### src/rtl/fixed_radius_neighbor_scan_macros.svh
// Assertion macros used by the neighbour scan top level.
`ifndef FIXED_RADIUS_NEIGHBOR_SCAN_MACROS_SVH
`define FIXED_RADIUS_NEIGHBOR_SCAN_MACROS_SVH

// Check a condition in the same cycle as its trigger.
`define FRNS_ASSERT_NOW(label, clk, rst_n, trig, cond) \
    label: assert property (@(posedge clk) disable iff (!rst_n) (trig) |-> (cond)) \
        else $error("neighbour scan check failed");

// Check a condition in the cycle after its trigger.
`define FRNS_ASSERT_NEXT(label, clk, rst_n, trig, cond) \
    label: assert property (@(posedge clk) disable iff (!rst_n) (trig) |=> (cond)) \
        else $error("neighbour scan check failed");

`endif

### src/rtl/frns_pkg.sv
// Types and constants of the fixed radius neighbour scan.
package frns_pkg;

    localparam int NODE_BITS  = 6;
    localparam int NODES      = 1 << NODE_BITS;
    localparam int COORD_BITS = 16;
    localparam int RSQ_BITS   = 2 * COORD_BITS + 3;
    localparam int CNT_BITS   = 4;
    localparam int IMAGES     = 9;
    localparam int CFG_IDX_BITS = 1;

    localparam logic [NODE_BITS-1:0] LAST_NODE = NODE_BITS'(NODES - 1);

    typedef enum logic {
        FUNC_LOAD  = 1'b0,
        FUNC_QUERY = 1'b1
    } t_func;

    typedef enum logic [CFG_IDX_BITS-1:0] {
        CFG_RADIUS_SQ = 1'b0,
        CFG_PERIODIC  = 1'b1
    } t_cfg_reg;

    typedef enum logic [1:0] {
        S_IDLE,
        S_LATCH,
        S_SCAN,
        S_DRAIN
    } t_state;

    typedef struct packed {
        logic                  func;
        logic [NODE_BITS-1:0]  node;
        logic [COORD_BITS-1:0] x_pos;
        logic [COORD_BITS-1:0] y_pos;
    } t_in_item;

    typedef struct packed {
        logic [NODE_BITS-1:0] neighbor;
        logic [CNT_BITS-1:0]  match_count;
        logic                 found;
        logic                 last;
    } t_out_item;

    typedef struct packed {
        logic [COORD_BITS-1:0] x;
        logic [COORD_BITS-1:0] y;
    } t_pos;

    // Candidate node travelling alongside the distance pipeline.
    typedef struct packed {
        logic                 vld;
        logic [NODE_BITS-1:0] idx;
    } t_tag;

    // Position memory request from the sequencer.
    typedef struct packed {
        logic                 wr_en;
        logic [NODE_BITS-1:0] wr_addr;
        logic                 rd_en;
        logic [NODE_BITS-1:0] rd_addr;
    } t_mem_req;

endpackage

### src/rtl/frns_dist.sv
// Image distance pipeline: magnitudes, squares, radius compare.
module frns_dist (
    input  logic                          i_clk,
    input  logic                          i_rst_n,
    input  logic                          i_adv,
    input  logic                          i_ref_load,
    input  frns_pkg::t_tag                i_tag,
    input  frns_pkg::t_pos                i_rd_data,
    input  logic [frns_pkg::RSQ_BITS-1:0] i_radius_sq,
    input  logic                          i_periodic,
    output frns_pkg::t_tag                o_tag,
    output logic [frns_pkg::CNT_BITS-1:0] o_count,
    output logic                          o_busy
);

    localparam int DIFF_BITS = frns_pkg::COORD_BITS + 2;
    localparam int MAG_BITS  = frns_pkg::COORD_BITS + 1;
    localparam int SQ_BITS   = 2 * MAG_BITS;
    localparam logic signed [DIFF_BITS-1:0] UNIT = DIFF_BITS'(1 << frns_pkg::COORD_BITS);

    function automatic logic [MAG_BITS-1:0] mag(input logic signed [DIFF_BITS-1:0] v);
        logic signed [DIFF_BITS-1:0] a;
        a = v[DIFF_BITS-1] ? -v : v;
        return a[MAG_BITS-1:0];
    endfunction

    frns_pkg::t_pos r_ref;
    frns_pkg::t_tag r_tag_a, r_tag_b, r_tag_c;
    logic [MAG_BITS-1:0] r_ax [3];
    logic [MAG_BITS-1:0] r_ay [3];
    logic [SQ_BITS-1:0]  r_sx [3];
    logic [SQ_BITS-1:0]  r_sy [3];
    logic [frns_pkg::IMAGES-1:0] r_hit;

    logic signed [DIFF_BITS-1:0] w_dx0, w_dy0;
    logic [MAG_BITS-1:0] w_ax [3];
    logic [MAG_BITS-1:0] w_ay [3];
    logic [frns_pkg::IMAGES-1:0] w_hit;
    logic [frns_pkg::RSQ_BITS-1:0] w_sum;
    logic [frns_pkg::CNT_BITS-1:0] w_count;

    // Image order: shift -1, 0, +1; the shift -1 image adds one unit to the difference.
    always_comb begin
        w_dx0 = $signed(DIFF_BITS'(r_ref.x)) - $signed(DIFF_BITS'(i_rd_data.x));
        w_dy0 = $signed(DIFF_BITS'(r_ref.y)) - $signed(DIFF_BITS'(i_rd_data.y));
        w_ax[0] = mag(w_dx0 + UNIT);
        w_ax[1] = mag(w_dx0);
        w_ax[2] = mag(w_dx0 - UNIT);
        w_ay[0] = mag(w_dy0 + UNIT);
        w_ay[1] = mag(w_dy0);
        w_ay[2] = mag(w_dy0 - UNIT);
    end

    // Only the centre image counts outside periodic mode.
    always_comb begin
        w_sum = '0;
        for (int kx = 0; kx < 3; kx++) begin
            for (int ky = 0; ky < 3; ky++) begin
                w_sum = frns_pkg::RSQ_BITS'(r_sx[kx]) + frns_pkg::RSQ_BITS'(r_sy[ky]);
                w_hit[3*kx+ky] = (w_sum < i_radius_sq) &&
                                 (i_periodic || (kx == 1 && ky == 1));
            end
        end
    end

    always_comb begin
        w_count = '0;
        for (int k = 0; k < frns_pkg::IMAGES; k++) begin
            w_count = w_count + frns_pkg::CNT_BITS'(r_hit[k]);
        end
    end

    always_ff @(posedge i_clk) begin
        if (!i_rst_n) begin
            r_tag_a.vld <= 1'b0;
            r_tag_b.vld <= 1'b0;
            r_tag_c.vld <= 1'b0;
        end else if (i_adv) begin
            r_tag_a.vld <= i_tag.vld;
            r_tag_b.vld <= r_tag_a.vld;
            r_tag_c.vld <= r_tag_b.vld;
        end
    end

    always_ff @(posedge i_clk) begin
        if (i_ref_load) begin
            r_ref <= i_rd_data;
        end
        if (i_adv) begin
            r_tag_a.idx <= i_tag.idx;
            r_tag_b.idx <= r_tag_a.idx;
            r_tag_c.idx <= r_tag_b.idx;
            for (int k = 0; k < 3; k++) begin
                r_ax[k] <= w_ax[k];
                r_ay[k] <= w_ay[k];
                r_sx[k] <= r_ax[k] * r_ax[k];
                r_sy[k] <= r_ay[k] * r_ay[k];
            end
            r_hit <= w_hit;
        end
    end

    assign o_tag   = r_tag_c;
    assign o_count = w_count;
    assign o_busy  = r_tag_a.vld | r_tag_b.vld | r_tag_c.vld;

endmodule

### config.mk
export PLATFORM = sky130hd
export DESIGN_NAME = frns_dist
export DESIGN_NICKNAME = d
export VERILOG_FILES = /design/src/rtl/fixed_radius_neighbor_scan_macros.svh /design/src/rtl/frns_pkg.sv /design/src/rtl/frns_dist.sv
export SDC_FILE = /design/constraint.sdc
export NUM_CORES = 2
export LEC_CHECK = 0
export BUFFER_PORTS_ARGS = -buffer_cell sky130_fd_sc_hd__buf_2
export CORE_MARGIN = 2
export CORE_UTILIZATION = 45
export CTS_CLUSTER_SIZE = 16
export DETAILED_ROUTE_END_ITERATION = 6
export PLACE_DENSITY_LB_ADDON = 0.3
export SKIP_LAST_GASP = 1
export SYNTH_ARGS = -nofsm -noshare
export SYNTH_HDL_FRONTEND = slang
export SYNTH_SLANG_ARGS = --single-unit
### constraint.sdc
create_clock -name i_clk -period 10.3 [get_ports i_clk]
set_clock_uncertainty 0.1 [all_clocks]
set_input_delay 1.03 -clock i_clk [delete_from_list [all_inputs] [get_ports i_clk]]
set_output_delay 1.03 -clock i_clk [all_outputs]
set_load 0.01 [all_outputs]
After elaboration in Yosys (flattened, before gate mapping)
Memories as Yosys holds them, arrays and structs flattened.
Index checks and enable logic that the tools add are counted.
Widths: inputs -> output; s select.
- register bits after elaboration: 62
- memory bits (writable): 306
- output and inout bits: 12
- bits in read-only memories: 0
- bits in latches: 0
- word-level logic and storage cells: 75
- input bits: 79
- memories kept: 4
- $lt $le $gt $ge: 9
- reduce and logical (&&, ||, !) cells: 8
- muxes and demuxes: 8
- bitwise logic cells: 2
- add/subtract/negate cells: 29
- multiply operators: 6
- div/mod/pow operators: 0
- shift operators: 0
- eq/ne operators: 0
- memory list (memory ; words ; bits a word ; rd ports ; clocked after memory_dff ; write ports ; line ; text):
    r_sx ; 3 ; 34 ; 3 ; 0 ; 3 ; frns_dist.sv:31 ; logic [SQ_BITS-1:0] r_sx [3];
    r_sy ; 3 ; 34 ; 3 ; 0 ; 3 ; frns_dist.sv:32 ; logic [SQ_BITS-1:0] r_sy [3];
    r_ax ; 3 ; 17 ; 3 ; 0 ; 3 ; frns_dist.sv:29 ; logic [MAG_BITS-1:0] r_ax [3];
    r_ay ; 3 ; 17 ; 3 ; 0 ; 3 ; frns_dist.sv:30 ; logic [MAG_BITS-1:0] r_ay [3];
- operators with widths (operator ; number):
    $add 34x34->35 ; 9
    $lt 35x35->1 ; 9
    $mul 17x17->34 ; 6
    $mux 17 ; 6
    $neg 17->17 ; 6
    $add 17x18->18 const B ; 2
    $sub 17x18->18 const B ; 2
    $sub 16x16->17 ; 2
    $add 4x1->4 ; 5
    $logic_and 1x1->1 ; 8
    $add 3x1->4 ; 1
    $add 2x1->3 ; 1
    $add 1x1->2 ; 1
    $mux 1 ; 2
    $or 1x1->1 ; 2

Logic depth before layout (Yosys ltp)
- depth after elaboration: 8
- depth in mapped cells: 27
- depth with buffers taken out: 25

Worst setup path before layout
Ideal clock, no wire load.
- kind: reg-to-reg
- from: mem r_ay[0][27] (netlist name)
- to: mem r_sy[0][67] (netlist name), data pin
- setup slack: 3.623 ns
- data required time: 9.940 ns
- stages on the path, launching flop included: 23
- data arrival time: 6.317 ns
- setup time: 0.260 ns
- path buffers: 1
- path through: edfxtp_1 > clkbuf_1 > and2_1 > fa_1 > inv_1 > fa_1 > inv_1 > fa_1 > fa_1 > fa_1 > inv_1 > fa_1 > inv_1 > ha_1 > and2_1 > a221o_1 > nor3_1 > a21oi_1 > o41ai_1 > o211ai_1 > nand3b_1 > a31oi_1 > xnor2_1
- RTL lines (element ; line):
    start, declared ; frns_dist.sv:30
    end, declared ; frns_dist.sv:32

==> impl_metrics.env <==
export IMPL_rows=154
export IMPL_setup_violations_final=0
export IMPL_die_h_um=425
export IMPL_final_antenna_net_count=0
export IMPL_async_reset_ff_share_pct=0
export IMPL_drt_iter0_drc=4433
export IMPL_synth_nets=11100
export IMPL_layout_drive_gt1_share_pct=3.04
export IMPL_post_drt_via_cell_ratio=5.43
export IMPL_grt_pass1_vias=61300
export IMPL_synth_edf_count=351
export IMPL_synthToLayoutAreaGrowth_pct=5.71
export IMPL_htree_levels=2
export IMPL_synthDistinctLibCells=88
export IMPL_ys_warn_count=0
export IMPL_clkTransAtPathRegs_ns=0.06
export IMPL_ys_seq_elements=354
export IMPL_fp_dieW_um=425
export IMPL_cp_end_kind="flop"
export IMPL_cpMaxStageDelayCell="edfxtp_1"
export IMPL_grt_usage_pct=24.0
export IMPL_final_nets=11100
export IMPL_cts_buffer_depth=3
export IMPL_dieArea_um2=181000
export IMPL_slew_headroom_pct=7.82
export IMPL_cts_setup_buffers=0
export IMPL_gr_total_overflow=0
export IMPL_drv_cap=0
export IMPL_grt_pass1_wl_um=340000
export IMPL_crit_arrival_ns=7.88
export IMPL_hold_path_class="reg -> reg"
export IMPL_hold_viol=0
export IMPL_via_count=59400
export IMPL_start_util_pct=45.3
export IMPL_routabilityCongestion=0.940
export IMPL_finalCritPeriodShare_pct=73.3
export IMPL_drcViolationCount=0
export IMPL_setup_worst_path_class="reg -> reg"
export IMPL_clock_latency_ns=0.68
export IMPL_postCtsHoldBufs=0
export IMPL_cp_required_ns=10.63
export IMPL_cts_made_buffers=47
export IMPL_ff2ff_setup_slack_ns=2.75
export IMPL_fin_tns_setup_ns=0
export IMPL_wl_per_cell_um=19.4
export IMPL_timing_final_crit_period_ns=7.55
export IMPL_slew_viol_final=0
export IMPL_syn_area_um2=79700
export IMPL_drt_wl_total_um=212000
export IMPL_syn_inst=8548
export IMPL_dpl_hpwl_um=178000
export IMPL_crit_path_max_incr_delay_ns=1.05
export IMPL_avgSynthCellArea_um2=9.32
export IMPL_grt_start_max_net_pins=90
export IMPL_worstMarginPinSlew_ns=1.36
export IMPL_clkSinkCount=354
export IMPL_ys_flop_type="edfxtp_1"
export IMPL_ioPinCount=91
export IMPL_io_buffers=90
export IMPL_cp_cell_sequence="buf_4, nand2_1, inv_1, ha_1, inv_1, fa_1, inv_1, fa_1, fa_1, fa_1, inv_1, fa_1, inv_1, ha_1, a21o_1, a21oi_1, nor2_1, or4_1, nor3_1, o31ai_1, o41ai_1, mux2i_1, nand3_1"
export IMPL_start_kind="flop"
export IMPL_drtPass1Iterations=6
export IMPL_status="completed"
export IMPL_fmax_mhz=132
export IMPL_antenna_found_initial=13
export IMPL_root_buffer="clkbuf_16"
export IMPL_tritoncts="yes"
export IMPL_rsz0062_at_grt="no"
export IMPL_core_area_um2=176000
export IMPL_cts_resized=0
export IMPL_cp_max_fo=31
export IMPL_seq_area_frac_synth_pct=13.3
==> final cells by class <==
class	count	area (um2)
Sequential cell	354	10600
Tap cell	2340	2930
Clock inverter	38	423
Clock buffer	49	1180
Inverter	1889	7090
Antenna cell	1	2.50
Fill cell	16600	91900
Multi-Input combinational cell	6155	61500
Timing Repair Buffer	106	581
==> cell usage after synthesis (17+ instances only) <==
library cell / n / area, um2
o211ai_1: 31 / 233
a21oi_1: 388 / 1940
xor2_1: 153 / 1340
nand3_1: 79 / 395
nor2b_1: 112 / 701
and2_1: 342 / 2140
nand4_1: 75 / 469
inv_1: 1889 / 7090
o31ai_1: 18 / 135
o21a_1: 88 / 661
a211oi_1: 43 / 323
a21o_1: 218 / 1640
o21bai_1: 70 / 526
xnor2_1: 357 / 3130
o2111ai_1: 17 / 149
nor4_1: 17 / 106
nor3_1: 111 / 556
fa_1: 1149 / 23000
nand2b_1: 63 / 394
edfxtp_1: 351 / 10500
ha_1: 1277 / 16000
and3_1: 38 / 238
nor2_1: 352 / 1320
nand2_1: 618 / 2320
o21ai_0: 197 / 986
a31oi_1: 35 / 219
o21ai_1: 21 / 105
clkbuf_1: 150 / 563
or2_2: 26 / 163
==> worst max-delay path, delay by kind of cell (launching register included) <==
family / cells / cell delay (ns)
buffers and inverters: 6 / 0.82
AND/OR/NAND/NOR: 5 / 1.01
flip-flops: 1 / 1.05
multiplexers: 1 / 0.27
AO/OA/AOI/OAI: 4 / 1.22
adder cells (fa/ha/maj): 7 / 2.84
==> flip-flops by register name, indices dropped and copies added, names as in the netlist <==
signal	count
r_hit	9
r_sy	97
r_tag_b	7
r_ref	32
o_tag	7
r_sx	97
r_tag_a	7
r_ay	49
r_ax	49
==> placed cells by master, fill, tap and decap left out, types with 89 or more instances in the layout <==
master	instances
a21o_1	218
edfxtp_1	351
a21oi_1	388
nor2_1	352
inv_1	1889
fa_1	1149
nand2_1	618
buf_2	89
xnor2_1	357
xor2_1	153
nor3_1	111
and2_1	342
nor2b_1	112
ha_1	1277
o21ai_0	197
==> metal layers <==
| metal | GRT usage, % | routed length, um | up-vias |
|---|---|---|---|
| li1 | - | - | 27700 |
| met1 | 32.9 | 92300 | 29600 |
| met2 | 39.8 | 99400 | 1678 |
| met3 | 2.48 | 12500 | 354 |
| met4 | 8.03 | 8120 | 4 |
| met5 | 0 | 29 | - |
==> kinds of logic (layout without fill, tap and decap cells) <==
family | after synthesis | after routing | share of synthesized area [%]
AOI/OAI and AO/OA | 1290 | 1290 | 10.5
and+or+nand+nor | 1915 | 1915 | 11.9
DFF | 354 | 354 | 13.3
buffers and inverters | 2039 | 2082 | 9.60
xor gates and xnor gates | 510 | 510 | 5.60
muxes | 14 | 14 | 0.187
adders and majority gates | 2426 | 2426 | 48.9
other | 0 | 1 | 0
==> through the flow <==
stage / util [%] / cells / hold WS (ns) / area [um2] / setup WS, ns
2_1_floorplan: - / 8548 / 0.300 / 79700 / 3.62
3_3_place_gp: 46.9 / 10800 / 0.310 / 82700 / 2.93
3_5_place_dp: 46.9 / 10800 / 0.305 / 82700 / 2.78
4_1_cts: 47.8 / 10900 / 0.327 / 84300 / 2.78
5_1_grt: 47.8 / 10900 / 0.327 / 84300 / 2.37
6_report: 47.8 / 10900 / 0.322 / 84300 / 2.75
==> final timing paths <==
check / startpoint / endpoint / depth (start not counted)
min: r_tag_b[4] / o_tag[4] / 0
max reg2reg: r_ax[0][34] / r_sx[0][30] / 23
min reg2reg: r_tag_b[4] / o_tag[4] / 0
max: r_ax[0][34] / r_sx[0][30] / 23
Power is left out: the tool's default activity adds up to more than one toggle a clock period on the data nets, which glitch-free logic cannot reach.
