## src/rtl/fixed_radius_neighbor_scan_macros.svh

```systemverilog
// Assertion macros used by the neighbour scan top level.
`ifndef FIXED_RADIUS_NEIGHBOR_SCAN_MACROS_SVH
`define FIXED_RADIUS_NEIGHBOR_SCAN_MACROS_SVH

// Check a condition in the same cycle as its trigger.
`define FRNS_ASSERT_NOW(label, clk, rst_n, trig, cond) \
    label: assert property (@(posedge clk) disable iff (!rst_n) (trig) |-> (cond)) \
        else $error("neighbour scan check failed");

// Check a condition in the cycle after its trigger.
`define FRNS_ASSERT_NEXT(label, clk, rst_n, trig, cond) \
    label: assert property (@(posedge clk) disable iff (!rst_n) (trig) |=> (cond)) \
        else $error("neighbour scan check failed");

`endif

```

## src/rtl/frns_pkg.sv

```systemverilog
// Types and constants of the fixed radius neighbour scan.
package frns_pkg;

    localparam int NODE_BITS  = 6;
    localparam int NODES      = 1 << NODE_BITS;
    localparam int COORD_BITS = 16;
    localparam int RSQ_BITS   = 2 * COORD_BITS + 3;
    localparam int CNT_BITS   = 4;
    localparam int IMAGES     = 9;
    localparam int CFG_IDX_BITS = 1;

    localparam logic [NODE_BITS-1:0] LAST_NODE = NODE_BITS'(NODES - 1);

    typedef enum logic {
        FUNC_LOAD  = 1'b0,
        FUNC_QUERY = 1'b1
    } t_func;

    typedef enum logic [CFG_IDX_BITS-1:0] {
        CFG_RADIUS_SQ = 1'b0,
        CFG_PERIODIC  = 1'b1
    } t_cfg_reg;

    typedef enum logic [1:0] {
        S_IDLE,
        S_LATCH,
        S_SCAN,
        S_DRAIN
    } t_state;

    typedef struct packed {
        logic                  func;
        logic [NODE_BITS-1:0]  node;
        logic [COORD_BITS-1:0] x_pos;
        logic [COORD_BITS-1:0] y_pos;
    } t_in_item;

    typedef struct packed {
        logic [NODE_BITS-1:0] neighbor;
        logic [CNT_BITS-1:0]  match_count;
        logic                 found;
        logic                 last;
    } t_out_item;

    typedef struct packed {
        logic [COORD_BITS-1:0] x;
        logic [COORD_BITS-1:0] y;
    } t_pos;

    // Candidate node travelling alongside the distance pipeline.
    typedef struct packed {
        logic                 vld;
        logic [NODE_BITS-1:0] idx;
    } t_tag;

    // Position memory request from the sequencer.
    typedef struct packed {
        logic                 wr_en;
        logic [NODE_BITS-1:0] wr_addr;
        logic                 rd_en;
        logic [NODE_BITS-1:0] rd_addr;
    } t_mem_req;

endpackage

```

## src/rtl/frns_ctrl.sv

```systemverilog
// Scan sequencer: item intake, address issue, result hold and output register.
module frns_ctrl (
    input  logic                          i_clk,
    input  logic                          i_rst_n,
    input  logic                          i_in_valid,
    input  frns_pkg::t_in_item            i_in_item,
    output logic                          o_in_stall,
    input  logic                          i_out_stall,
    output logic                          o_out_valid,
    output frns_pkg::t_out_item           o_out_item,
    output frns_pkg::t_mem_req            o_mem,
    output logic                          o_ref_load,
    output logic                          o_adv,
    output frns_pkg::t_tag                o_tag0,
    input  frns_pkg::t_tag                i_res,
    input  logic [frns_pkg::CNT_BITS-1:0] i_count,
    input  logic                          i_pipe_busy
);

    frns_pkg::t_state r_state, n_state;
    logic [frns_pkg::NODE_BITS-1:0] r_j, n_j;
    frns_pkg::t_tag r_tag0;
    logic r_pend_v, n_pend_v;
    logic [frns_pkg::NODE_BITS-1:0] r_pend_idx, n_pend_idx;
    logic [frns_pkg::CNT_BITS-1:0]  r_pend_cnt, n_pend_cnt;
    logic r_out_valid, n_out_valid;
    frns_pkg::t_out_item r_out, n_out;

    logic w_accept, w_query, w_adv, w_done, w_hit;

    assign w_adv    = !r_out_valid || !i_out_stall;
    assign w_accept = i_in_valid && !o_in_stall;
    assign w_query  = (i_in_item.func == frns_pkg::FUNC_QUERY);
    assign w_done   = (r_state == frns_pkg::S_DRAIN) && w_adv && !r_tag0.vld && !i_pipe_busy;
    assign w_hit    = i_res.vld && (i_count != '0);

    // Next state.
    always_comb begin
        n_state = r_state;
        case (r_state)
            frns_pkg::S_IDLE: begin
                if (w_accept && w_query) begin
                    n_state = (i_in_item.node == frns_pkg::LAST_NODE) ?
                              frns_pkg::S_DRAIN : frns_pkg::S_LATCH;
                end
            end
            frns_pkg::S_LATCH: begin
                n_state = frns_pkg::S_SCAN;
            end
            frns_pkg::S_SCAN: begin
                if (w_adv && r_j == frns_pkg::LAST_NODE) begin
                    n_state = frns_pkg::S_DRAIN;
                end
            end
            frns_pkg::S_DRAIN: begin
                if (w_done) begin
                    n_state = frns_pkg::S_IDLE;
                end
            end
            default: n_state = frns_pkg::S_IDLE;
        endcase
    end

    // State outputs.
    always_comb begin
        o_in_stall    = 1'b1;
        o_ref_load    = 1'b0;
        o_mem.wr_en   = 1'b0;
        o_mem.wr_addr = i_in_item.node;
        o_mem.rd_en   = 1'b0;
        o_mem.rd_addr = r_j;
        case (r_state)
            frns_pkg::S_IDLE: begin
                o_in_stall    = 1'b0;
                o_mem.wr_en   = i_in_valid && !w_query;
                o_mem.rd_en   = i_in_valid && w_query;
                o_mem.rd_addr = i_in_item.node;
            end
            frns_pkg::S_LATCH: begin
                o_ref_load = 1'b1;
            end
            frns_pkg::S_SCAN: begin
                o_mem.rd_en = w_adv;
            end
            frns_pkg::S_DRAIN: begin
                o_mem.rd_en = 1'b0;
            end
            default: o_in_stall = 1'b1;
        endcase
    end

    // Candidate counter, result hold and output register.
    always_comb begin
        n_j         = r_j;
        n_pend_v    = r_pend_v;
        n_pend_idx  = r_pend_idx;
        n_pend_cnt  = r_pend_cnt;
        n_out_valid = r_out_valid;
        n_out       = r_out;
        if (w_accept) begin
            n_j = i_in_item.node + frns_pkg::NODE_BITS'(1);
        end else if (r_state == frns_pkg::S_SCAN && w_adv) begin
            n_j = r_j + frns_pkg::NODE_BITS'(1);
        end
        if (w_adv) begin
            n_out_valid = 1'b0;
            if (w_done) begin
                // Flush the held match as last, or send the empty marker.
                n_out_valid          = 1'b1;
                n_out.neighbor       = r_pend_v ? r_pend_idx : '0;
                n_out.match_count    = r_pend_v ? r_pend_cnt : '0;
                n_out.found          = r_pend_v;
                n_out.last           = 1'b1;
                n_pend_v             = 1'b0;
            end else if (w_hit) begin
                // Release the older match, hold the new one.
                n_out_valid          = r_pend_v;
                n_out.neighbor       = r_pend_idx;
                n_out.match_count    = r_pend_cnt;
                n_out.found          = 1'b1;
                n_out.last           = 1'b0;
                n_pend_v             = 1'b1;
                n_pend_idx           = i_res.idx;
                n_pend_cnt           = i_count;
            end
        end
    end

    always_ff @(posedge i_clk) begin
        if (!i_rst_n) begin
            r_state     <= frns_pkg::S_IDLE;
            r_tag0.vld  <= 1'b0;
            r_pend_v    <= 1'b0;
            r_out_valid <= 1'b0;
        end else begin
            r_state     <= n_state;
            r_pend_v    <= n_pend_v;
            r_out_valid <= n_out_valid;
            if (w_adv) begin
                r_tag0.vld <= (r_state == frns_pkg::S_SCAN);
            end
        end
    end

    always_ff @(posedge i_clk) begin
        r_j        <= n_j;
        r_pend_idx <= n_pend_idx;
        r_pend_cnt <= n_pend_cnt;
        r_out      <= n_out;
        if (w_adv) begin
            r_tag0.idx <= r_j;
        end
    end

    assign o_adv       = w_adv;
    assign o_tag0      = r_tag0;
    assign o_out_valid = r_out_valid;
    assign o_out_item  = r_out;

endmodule
```

## config.mk

```make
export PLATFORM = sky130hd
export DESIGN_NAME = frns_ctrl
export DESIGN_NICKNAME = d
export VERILOG_FILES = /design/src/rtl/fixed_radius_neighbor_scan_macros.svh /design/src/rtl/frns_pkg.sv /design/src/rtl/frns_ctrl.sv
export SDC_FILE = /design/constraint.sdc
export NUM_CORES = 1
export LEC_CHECK = 0
export BUFFER_PORTS_ARGS = -buffer_cell sky130_fd_sc_hd__buf_4
export CORE_MARGIN = 3
export CORE_UTILIZATION = 46
export CTS_BUF_LIST = sky130_fd_sc_hd__clkbuf_4 sky130_fd_sc_hd__clkbuf_8
export DETAILED_ROUTE_END_ITERATION = 8
export PLACE_DENSITY = 0.81
export SYNTH_ARGS = -nofsm -noshare
export SYNTH_HDL_FRONTEND = slang
export SYNTH_SLANG_ARGS = --single-unit
export TNS_END_PERCENT = 50
```

## constraint.sdc

```tcl
create_clock -name i_clk -period 2.86 [get_ports i_clk]
set_input_delay 0.286 -clock i_clk [delete_from_list [all_inputs] [get_ports i_clk]]
set_output_delay 0.286 -clock i_clk [all_outputs]
set_load 0.02 [all_outputs]
```

Word-level counts from Yosys, hierarchy flattened
Cells that the tools add are included.

Add/sub/neg operators: 2. Equality and inequality tests: 8. Mux-type cells: 20. Bitwise operators: 1. Reductions and logical operators: 23.

Operators with widths (count): 2-to-1 mux 12 bit (2); 2-to-1 mux 6 bit (4); adder 6 x 1 -> 6 bit (second input constant) (2); equality test 6 bit (second input constant) (2); logical AND 1 bit (10); 2-to-1 mux 2 bit (4); one-hot mux 2 bit (4 select lines) (1); 2-to-1 mux 1 bit (7); AND reduction 3 bit (2); zero test 1 bit (5); equality test 2 bit (second input constant) (2); 2-to-1 mux 4 bit (1); inequality test 2 bit (second input constant) (2); nonzero test 2 bit (2); nonzero test 4 bit (1); equality test 2 x 1 -> 1 bit (second input constant) (1); zero test 2 bit (1); inequality test 2 x 1 -> 1 bit (second input constant) (1); one-hot mux 1 bit (2 select lines) (1); AND reduction 2 bit (1); logical OR 1 bit (1); NOT 1 bit (1).

Register bits: 39. Input bits: 55. Output and inout bits: 37.

Logic depth before layout (Yosys ltp)
Word-level depth: 7. Depth in mapped cells: 10. Mapped depth without buffers: 10.

Worst setup path before layout
OpenSTA, ideal clock, no wires.

Kind: register to register. Start point: register r_state[0]. End point: register r_j[4] (netlist name), data pin. Data arrival time: 1809 ps. Data required time: 2594 ps. Slack: 785 ps. Stages on the path, launching flop included: 10. Buffers on the path: 0. Period minus slack after synthesis: 2075 ps. Cells stage by stage: dfxtp_1 inv_1 ha_1 nand2_1 mux2_2 ha_1 nand2_1 a21oi_1 xnor2_1 mux2i_1.

Word-level cells in the longest chain between the ends: 3.

Ends and longest elaborated chain: from (decl) (RTL line frns_ctrl.sv:20) `frns_pkg::t_state r_state, n_state;`; from (signal assigned) (RTL line frns_ctrl.sv:131) `r_state <= frns_pkg::S_IDLE;`; from (signal assigned) (RTL line frns_ctrl.sv:136) `r_state <= n_state;`; zero test 2 bit (RTL line frns_ctrl.sv:72) `case (r_state)`; logical AND 1 bit (RTL line frns_ctrl.sv:32) `assign w_accept = i_in_valid && !o_in_stall;`; 2-to-1 mux 6 bit (RTL line frns_ctrl.sv:100) `if (w_accept) begin`; via n_j (one bit) (RTL line frns_ctrl.sv:21) `logic [frns_pkg::NODE_BITS-1:0] r_j, n_j;`; to (signal assigned) (RTL line frns_ctrl.sv:146) `r_j <= n_j;`; to (decl) (RTL line frns_ctrl.sv:21).

The timed path passes the listed nets, and every way through them passes these cells. A chain may end at the register's enable or synchronous reset.

Worst setup path in the final report
Ends and elaborated chain as after synthesis.

==> qor.csv <==
stage,metric,value,unit
global_routing,grt_antenna_before_repair,0,
die,rows,21,
hold_path,hold_class,in -> reg,
synthesis,yosys_warnings,0,
global_routing,grt_pass1_vias,1144,
global_routing,grt_max_degree,16,
setup_path,reg2reg_slack,540,ps
synthesis,synth_top_area_share,57.5,%
layout,area_delta_synth_final,32.6,%
drt,post_drt_wl_per_cell,14.4,um
clock_tree,clock_sinks,39,
sta,min_period_over_period,81.3,%
setup_path,path_max_fanout,8,
setup_path,critical_path_class,reg -> reg,
synthesis,netlist-cell-type-count,31,
sta,hold_viol,0,
synthesis,avgSynthCellArea,13.1,um^2
pwr,leakage,0.00101,uW
global_routing,grt_first_pass_wirelength,5410,um
drt,vias_per_cell,5.12,
clock_tree,cts_buffers,5,
synthesis,synth.area.top_cells,"edfxtp_1 57%, dfxtp_1 5.6%, mux2_2 4.4%",
setup_path,critical_path_required,2890,ps
setup_path,worstReg2RegStart,r_state[0]$_SDFFE_PN0P_,
setup_path,cp_cell_sequence,inv_1 -> ha_1 -> nand2_1 -> mux2_2 -> ha_1 -> nand2_1 -> a21oi_1 -> xnor2_1 -> mux2i_1,
sta,slew_viol_final,0,
die,die-area,4640,um^2
setup_path,reg2reg_depth,9,
place,gp_congestion,0.886,
synthesis,synth_edf_count,34,
sta,finalSetupTns,0,ps
clock_tree,cts-root-buf,clkbuf_8,
synthesis,synth_top_flop_cell,edfxtp_1,
drt,ant_nets,0,
setup_path,crit_buf_inv,1,
sta,worst_clock_skew,5.76,ps
hold_path,hold_path_end,r_pend_idx[3]$_DFFE_PP_,
drt,drt_iter0_drc,89,
clock_tree,clock_latency,280,ps
clock_tree,post-cts-setup-buffers,0,
setup_path,cpPeakStageDelay,380,ps
pwr,power_density,725,nW/um^2
global_routing,grt_usage,15.7,%
die,ioPinCount,92,
synthesis,ys_ff_latch,39,
sta,worstMarginPinSlew,967,ps
clock_tree,cts_tree,built,
synthesis,syn_area,1780,um^2
synthesis,synthesis.instances,136,
outcome,status,"complete, no violations",
drt,route.detailed.drc,0,
clock_tree,post_cts_resized,0,
sta,setup_viol,0,
synthesis,seq_area_frac_synth,63.1,%
synthesis,synthArstFlopShare,0,%
die,fp.dieW,68.2,um
place,numPortBuffers,59,
setup_path,worstReg2RegEnd,r_j[4]$_DFFE_PP_,
sta,rsz0062_at_grt,false,
layout,layout-drive-gt1-share,39.7,%
clock_tree,ctsHoldBuffers,0,
clock_tree,cts-htree-levels,2,
pwr,finalPower,1710,uW
drt,via_count,1228,
clock_tree,clockBufferDepth,2,
die,core,3520,um^2
place,place_area,2220,um^2
drt,wl,3460,um
place,hpwl,2620,um
sta,fmax,0.430,GHz
clock_tree,clk_pin_slew,70,ps
drt,firstDrtPassIters,4,
synthesis,synth_top_area_cell,edfxtp_1,
synthesis,syn-num-nets,197,
sta,timing.final.crit_period,2320,ps
layout,utilization,66.9,%
hold_path,hold_depth,1,
pwr,vdd_drop_max,359,uV
setup_path,cp_slowest_cell,mux2_2,
die,die_y,68.2,um
global_routing,grt_overflow,0,
layout,layout_commonest_cell,buf_4,
hold_path,holdCritStartpoint,i_res[3],
setup_path,crit_arrival,2350,ps
layout,nNetsFinal,254,
setup_path,critPathLaunchType,flop,
layout,final_cell_area,2360,um^2
setup_path,crit_path_end_kind,flop,
flow_run,drv_cap,0,
layout,diodes,0,
sta,slew_headroom,35.5,%
setup_path,path_delay_family,adder cells,
layout,final_cell_mix,"59 x buf_4, 34 x edfxtp_1, 14 x nand2_1, 10 x nor2b_1, 8 x inv_1",
die,initial_core_util,50.5,%
==> kinds of logic (layout without fill, tap and decap cells) <==
kind of cell / count (synthesis) / count (layout) / synth area share (%)
AOI/OAI and AO/OA: 16 / 16 / 6.13
xor gates and xnor gates: 5 / 5 / 2.47
adders and majority gates: 6 / 6 / 4.23
buffers and inverters: 17 / 75 / 4.93
DFF: 39 / 39 / 63.1
muxes: 13 / 13 / 7.82
and+or+nand+nor: 40 / 40 / 11.3
==> sequential cells by signal (all words and copies together) (netlist names) <==
signal	cells
r_state	2
r_pend_idx	6
r_pend_cnt	4
o_out_valid	1
r_pend_v	1
r_j	6
o_tag0	7
o_out_item	12
==> through the flow <==
step                std cells  hold slack, ps  setup WS (ps)
floorplan                 136             385            785
detailed placement        232             467            552
global placement          232             465            604
CTS                       240             163            532
finish                    240             172            536
global route              240             158            434
==> metal layers <==
metal	routed length, um	vias up	GRT usage [%]
met2	1710	59	26.2
met1	1440	570	20.4
met4	30	0	4.47
met3	279	5	3.61
met5	0	-	0
li1	-	594	-
==> area by class of cell <==
| type | instances | area, um^2 |
|---|---|---|
| Fill cell | 275 | 1160 |
| Clock buffer | 6 | 76.3 |
| Sequential cell | 39 | 1120 |
| Tap cell | 46 | 57.6 |
| Multi-Input combinational cell | 80 | 568 |
| Inverter | 8 | 30.0 |
| Clock inverter | 2 | 60.1 |
| Timing Repair Buffer | 59 | 443 |
==> where the power goes <==
group,switching (uW),leakage (uW),internal [uW]
Combinational,223,0.000567,187
Clock,181,0.0000688,358
Sequential,45.1,0.000373,713
Total,449,0.00101,1260
==> how the worst max path moves through the flow <==
stage	from	endpoint	slack, ps	cells past startpoint
2_1_floorplan	r_state[0]$_SDFFE_PN0P_	r_j[4]$_DFFE_PP_	780	9
6_report	r_state[0]$_SDFFE_PN0P_	r_j[4]$_DFFE_PP_	540	9
5_1_grt	r_state[0]$_SDFFE_PN0P_	r_j[4]$_DFFE_PP_	430	9
4_1_cts	r_state[0]$_SDFFE_PN0P_	r_j[4]$_DFFE_PP_	530	9
3_5_place_dp	r_state[0]$_SDFFE_PN0P_	r_j[4]$_DFFE_PP_	550	9
3_3_place_gp	r_state[0]$_SDFFE_PN0P_	r_j[4]$_DFFE_PP_	600	9
==> synth_stat cells (2+ instances only) <==
cell type / n
ha_1: 6
dfxtp_1: 5
edfxtp_1: 34
a31oi_1: 2
buf_4: 6
nand3_1: 5
mux2_2: 7
xor2_1: 2
mux2i_1: 6
nand2_1: 14
a21oi_1: 6
inv_1: 8
xnor2_1: 3
nor2_1: 5
clkbuf_1: 2
nor2b_1: 10
Power figures use the tool's default switching activity.
